### config.mk
export PLATFORM = sky130hd
export DESIGN_NAME = pfa_ctrl
export DESIGN_NICKNAME = d
export VERILOG_FILES = /design/src/hdl/pfa_pkg.sv /design/src/hdl/pfa_ctrl.sv
export SDC_FILE = /design/constraint.sdc
export NUM_CORES = 1
export LEC_CHECK = 0
export BUFFER_PORTS_ARGS = -buffer_cell sky130_fd_sc_hd__clkbuf_2
export CORE_MARGIN = 2
export CORE_UTILIZATION = 25
export CTS_BUF_LIST = sky130_fd_sc_hd__clkbuf_4 sky130_fd_sc_hd__clkbuf_8
export CTS_CLUSTER_DIAMETER = 30
export CTS_CLUSTER_SIZE = 40
export DETAILED_ROUTE_END_ITERATION = 12
export PLACE_DENSITY = 0.55
export REMOVE_ABC_BUFFERS = 1
export SYNTH_ARGS = -nofsm -noshare
export SYNTH_HDL_FRONTEND = slang
export SYNTH_SLANG_ARGS = --single-unit
### constraint.sdc
create_clock -name clk -period 1.7 [get_ports clk]
set_input_delay 0.17 -clock clk [delete_from_list [all_inputs] [get_ports clk]]
set_output_delay 0.17 -clock clk [all_outputs]
set_load 0.02 [all_outputs]
### src/hdl/pfa_pkg.sv
`default_nettype none
// ----------------------------------------------------------------------------
// pfa_pkg
// shared types, codes and constants of the page frame bitmap allocator
// ----------------------------------------------------------------------------
package pfa_pkg;

    // default geometry of the frame map
    localparam int NUM_FRAMES_DEF = 32768;
    localparam int WORD_BITS_DEF  = 64;

    // fixed field widths
    localparam int MODE_W     = 2;
    localparam int FRAME_W    = 15;
    localparam int KIB_W      = 18;
    localparam int RESV_W     = 16;
    localparam int CFG_DATA_W = 18;
    localparam int CFG_IDX_W  = 1;

    // usable limit: (kib / 4) rounded down to a multiple of 8
    localparam int KIB_SHIFT   = 2;
    localparam int ALIGN_SHIFT = 3;

    // config reset values
    localparam logic [KIB_W-1:0]  MEMORY_KIB_RST      = 18'd131072;
    localparam logic [RESV_W-1:0] RESERVED_FRAMES_RST = 16'd2048;

    // result status codes
    localparam logic STATUS_DONE = 1'b0;
    localparam logic STATUS_FULL = 1'b1;

    typedef enum logic [MODE_W-1:0] {
        MODE_ALLOC   = 2'd0,
        MODE_RELEASE = 2'd1,
        MODE_MARK    = 2'd2,
        MODE_INIT    = 2'd3
    } mode_t;

    typedef enum logic [CFG_IDX_W-1:0] {
        CFG_MEMORY_KIB      = 1'd0,
        CFG_RESERVED_FRAMES = 1'd1
    } cfg_idx_t;

    typedef enum logic [3:0] {
        ST_CLEAR,
        ST_IDLE,
        ST_DIV,
        ST_REM,
        ST_RMW_RD,
        ST_RMW_WR,
        ST_SCAN_RD,
        ST_SCAN_CHK,
        ST_INIT,
        ST_RESULT
    } state_t;

    // controller to datapath
    typedef struct packed {
        logic load_item;
        logic div_step;
        logic rem_step;
        logic rmw_write;
        logic scan_start;
        logic scan_check;
        logic sweep_write;
        logic sweep_zero;
        logic res_load;
    } cmd_t;

    // datapath to controller
    typedef struct packed {
        logic scan_done;
        logic sweep_last;
        logic out_free;
    } sts_t;

endpackage
`default_nettype wire

### src/hdl/pfa_ctrl.sv
`default_nettype none
// ----------------------------------------------------------------------------
// pfa_ctrl
// sequencer of the frame allocator: clear pass, dispatch, scan, sweep, result
// ----------------------------------------------------------------------------
module pfa_ctrl
    import pfa_pkg::*;
(
    input  logic              clk,
    input  logic              rst_n,
    input  logic              in_valid,
    input  logic [MODE_W-1:0] item_mode,
    input  sts_t              sts,
    output logic              in_ready,
    output cmd_t              cmd
);

    state_t state_reg;
    state_t state_next;

    always_ff @(posedge clk or negedge rst_n)
    begin
        if (!rst_n)
        begin
            state_reg <= ST_CLEAR;
        end
        else
        begin
            state_reg <= state_next;
        end
    end

    // next state
    always_comb
    begin
        state_next = state_reg;
        unique case (state_reg)
            ST_CLEAR:
            begin
                if (sts.sweep_last)
                begin
                    state_next = ST_IDLE;
                end
            end
            ST_IDLE:
            begin
                if (in_valid)
                begin
                    unique case (mode_t'(item_mode))
                        MODE_ALLOC:   state_next = ST_SCAN_RD;
                        MODE_RELEASE: state_next = ST_DIV;
                        MODE_MARK:    state_next = ST_DIV;
                        MODE_INIT:    state_next = ST_INIT;
                    endcase
                end
            end
            ST_DIV:      state_next = ST_REM;
            ST_REM:      state_next = ST_RMW_RD;
            ST_RMW_RD:   state_next = ST_RMW_WR;
            ST_RMW_WR:   state_next = ST_RESULT;
            ST_SCAN_RD:  state_next = ST_SCAN_CHK;
            ST_SCAN_CHK:
            begin
                if (sts.scan_done)
                begin
                    state_next = ST_RESULT;
                end
            end
            ST_INIT:
            begin
                if (sts.sweep_last)
                begin
                    state_next = ST_RESULT;
                end
            end
            ST_RESULT:
            begin
                if (sts.out_free)
                begin
                    state_next = ST_IDLE;
                end
            end
            default:     state_next = ST_IDLE;
        endcase
    end

    // outputs
    always_comb
    begin
        cmd      = '0;
        in_ready = 1'b0;
        unique case (state_reg)
            ST_CLEAR:
            begin
                cmd.sweep_write = 1'b1;
                cmd.sweep_zero  = 1'b1;
            end
            ST_IDLE:
            begin
                in_ready      = 1'b1;
                cmd.load_item = in_valid;
            end
            ST_DIV:      cmd.div_step    = 1'b1;
            ST_REM:      cmd.rem_step    = 1'b1;
            ST_RMW_RD:   cmd             = '0;
            ST_RMW_WR:   cmd.rmw_write   = 1'b1;
            ST_SCAN_RD:  cmd.scan_start  = 1'b1;
            ST_SCAN_CHK: cmd.scan_check  = 1'b1;
            ST_INIT:     cmd.sweep_write = 1'b1;
            ST_RESULT:   cmd.res_load    = sts.out_free;
            default:     cmd             = '0;
        endcase
    end

endmodule
`default_nettype wire

Yosys cells after proc, flatten, opt, wreduce, memory -nomap -nowiden:

Cells that the tools add are included.

* flip-flop bits (word level): 4
* latch bits: 0
* RAM bits: 0
* ROM bits: 0
* input bits: 8
* output and inout port bits: 10
* word-level logic and storage cells: 40
* memories: 0

* add/sub/neg operators: 0
* multiply operators: 0
* div/mod/pow operators: 0
* magnitude comparators: 0
* equality and inequality tests: 17
* shift operators: 0
* mux-type cells: 17
* bitwise gates (word level): 0
* reductions and logical operators: 5

Operators with widths (number)
* case mux 4 bit (10 select lines): 1
* two-way mux 4 bit: 5
* == test 4 x 3 -> 1 bit, second input constant: 4
* case mux 4 bit (3 select lines): 1
* two-way mux 1 bit: 10
* inequality test 2 bit, second input constant: 5
* == test 4 x 2 -> 1 bit, second input constant: 2
* == test 4 bit, second input constant: 2
* AND reduction 5 bit: 1
* == test 2 bit, second input constant: 2
* == test 4 x 1 -> 1 bit, second input constant: 1
* zero test 4 bit: 1
* OR reduction 2 bit: 2
* == test 2 x 1 -> 1 bit, second input constant: 1
* zero test 2 bit: 1

Depth between registers and ports, before layout:

* word-level depth: 5
* mapped depth: 5
* mapped depth without buffers: 4

Least setup slack after synthesis:

Ideal clock, no wire load.

* kind: reg2out
* start: register state_reg[3]
* end: output cmd[8] in the netlist's numbering
* arrival: 1.454 ns
* required time: 1.530 ns
* path slack: 0.076 ns
* cell stages (with the launch flop): 4
* cells stage by stage: dfrtp_1 -> clkbuf_1 -> nor3_1 -> and2_1

RTL lines
* from (decl): line pfa_ctrl.sv:18 `state_t state_reg;`
* from (signal assigned): line pfa_ctrl.sv:29 `state_reg <= state_next;`
* to (decl): line pfa_ctrl.sv:15 `output cmd_t cmd`

Final worst setup path:

* start: register state_reg[3]
* end: register state_reg[0]

* longest elaborated chain between the ends: 3
* elaborated cells between the ends (all ways): 17
* classes of those cells: eq/ne (14); mux (1); reduce/logical (2)

Ends and longest elaborated chain
* == test 4 x 3 -> 1 bit (tied with other cells): line pfa_ctrl.sv:37 `unique case (state_reg)`
* inequality test 2 bit (no line)
* AND reduction 5 bit (no line)

Several ways; a longest one is shown, not always the timed one.
A chain may end at the register's enable or synchronous reset.

==> results.yml <==
global_route:
  grtUsageMet2_pct: 20.0
  grt_usage_pct: 12.6
  gr-max-usage-layer: "met2"
  grt_max_degree: 10
  grt_use_met3_pct: 3.02
  antenna_found_initial: 0
  use_met1_pct: 14.5
  grt_pass1_vias: 414
  grt_overflow_total: 0
  grt_pass1_wl_um: 1700
worst_hold_path:
  hold_start: "sts[2]"
  hold_depth: 3
  min_path_type: "primary input to register"
  min_to: "state_reg[2]"
drt:
  routed_wl_um: 970
  routedWlPerCell_um: 11.4
  drc: 0
  first_iter_violations: 11
  viasPerCell: 4.76
  ant_nets: 0
  drtPass1Iterations: 2
  via_count: 405
cts:
  insertion_delay_ns: 0.24
  numCtsBuffers: 3
  htreeDepth: 1
  root_buffer: "clkbuf_4"
  cts_sinks: 4
  tritoncts: "done"
  cts_buffer_depth: 2
  clk_pin_slew_worst_paths_ns: 0.04
critical_path:
  cp_max_fo: 6
  reg2reg_from: "state_reg[3]"
  cp_cell_sequence: "nand2b_1 -> or3_1 -> nand3_2 -> mux2_1"
  cp_top_family: "simple AND/OR/NAND/NOR gates"
  crit_path_end_kind: "register"
  regToRegSetupSlack_ns: 0.15
  startpoint: "state_reg[3]"
  cp_slowest_cell: "dfrtp_1"
  cp_data_arrival_time_ns: 1.67
  crit_type: "register to register"
  crit_required_ns: 1.81
  regToRegEndpoint: "state_reg[0]"
  path_buf_inv: 0
  critical-path-max-stage-delay_ns: 0.41
  worst_r2r_path_depth: 4
  cp-start-kind: "register"
pwr:
  p_per_area_nw_per_um2: 1960
  p_leak_nw: 0.284
  finalPower_mw: 1.05
  ir_worst_vdd_uv: 693
final_layout:
  area_growth_pct: 46.4
  fill_cells: 158
  drive_gt1_share_pct: 45.7
  largest_reg_flops: 4
  nNetsFinal: 80
  num_antenna_cells: 0
  finish.instance_area_um2: 537
die:
  die_height_um: 42.3
  core_area_um2: 1330
  num_io_pins: 18
  dieArea_um2: 1790
  chipWidth_um: 42.3
  initial_utilization_pct: 27.5
  rows: 13
timing:
  hold_slack_ns: 0.273
  finClkSkew_ns: 0.000192
  setup_slack_ns: 0.150
  finalCriticalPeriod_ns: 1.55
  hold_viol_final: 0
  clock.fmax_ghz: 0.645
  slew_headroom_pct: 83.8
  min_period_over_period_pct: 91.2
  rsz0062_at_grt: "false"
  worstMarginPinSlew_ns: 0.241
  slew_violations: 0
  setup_viol: 0
  setup_tns_ns: 0
synthesis:
  async_flop_share_pct: 100
  synth_cell_types: 26
  yosys_warnings: 0
  synth_edf_count: 0
  synth_ff_type: "dfrtp_1"
  syn_inst: 45
  syn_area_per_cell_um2: 8.15
  synth_seq_area_share_pct: 27.3
  synth-seq-cells: 4
  syn_area_um2: 367
placement:
  place_congestion: 0.783
  dpl_cell_area_um2: 495
  numPortBuffers: 17
  hpwl_um: 787
  dp_slack_ns: 0.134
run:
  drv_cap: 0
status:
  status: "complete, no violations"
[synth_stat cells (2+ instances only)]
| master | number | share of area, % |
|---|---|---|
| dfrtp_1 | 4 | 27 |
| mux2_1 | 2 | 6.1 |
| nor3_1 | 5 | 6.8 |
| o31ai_1 | 2 | 4.1 |
| nand2_1 | 5 | 5.1 |
| nor2_1 | 7 | 7.2 |
[cell usage in the layout (no fill, tap or decap), types with 2 or more instances in the layout]
cell type	instances
dfrtp_1	3
clkbuf_4	3
clkbuf_2	16
nor3_1	5
o31ai_1	2
mux2_1	2
buf_4	7
nand2_1	5
nor2_1	7
[area by class of cell]
type	instances	area, um2	share of cell area, %
Timing Repair Buffer	25	148	27.5
Sequential cell	4	101	18.9
Multi-Input combinational cell	38	246	45.9
Clock buffer	3	22.5	4.20
Tap cell	15	18.8	3.50
[how the worst max path moves through the flow]
| stage | end | slack, ns | cells after the start |
|---|---|---|---|
| floorplan | state_reg[0] | 0.10 | 4 |
| global placement | state_reg[3] | 0.16 | 4 |
| detailed placement | state_reg[0] | 0.13 | 4 |
| CTS | cmd[7] | 0.04 | 4 |
| global route | cmd[7] | 0.07 | 4 |
| finish | state_reg[0] | 0.15 | 4 |
[cells by family (layout without fill, tap and decap cells)]
family / after synthesis / in the layout / synth area share, %
flops: 4 / 4 / 27.3
buf+inv: 3 / 28 / 5.46
simple gates: 29 / 29 / 44.7
compound gates: 6 / 6 / 13.7
mux: 3 / 3 / 8.87
[where the power goes]
group | internal [mW] | switching, mW
Sequential | 0.141 | 0.0424
Combinational | 0.335 | 0.410
Clock | 0.0792 | 0.0421
[worst reg2reg max path, cell delays in order (launching register included)]
cell	delay, ns
dfrtp_1	0.41
nand2b_1	0.18
or3_1	0.41
nand3_2	0.10
mux2_1	0.32
[metrics by stage]
stage / utilization (%) / instances
finish: 40.2 / 85
floorplan: - / 42
CTS: 39.6 / 84
detailed placement: 37.1 / 80
global placement: 37.1 / 80
global route: 40.2 / 85
[per-layer routing]
metal	routed length, um	up-vias
li1	-	211
met2	480	11
met1	426	180
met4	23	0
met5	0	-
met3	41	3
[timing repair]
| action | 4_1_cts | 5_1_grt |
|---|---|---|
| hold endpoints to repair | 4 | 0 |
| resized for setup | 0 | 2 |
| setup endpoints to repair | 0 | 1 |
| hold buffers | 1 | 0 |
| buffers inserted | 0 | 1 |
Note: power is estimated with default switching activity, not from simulation.
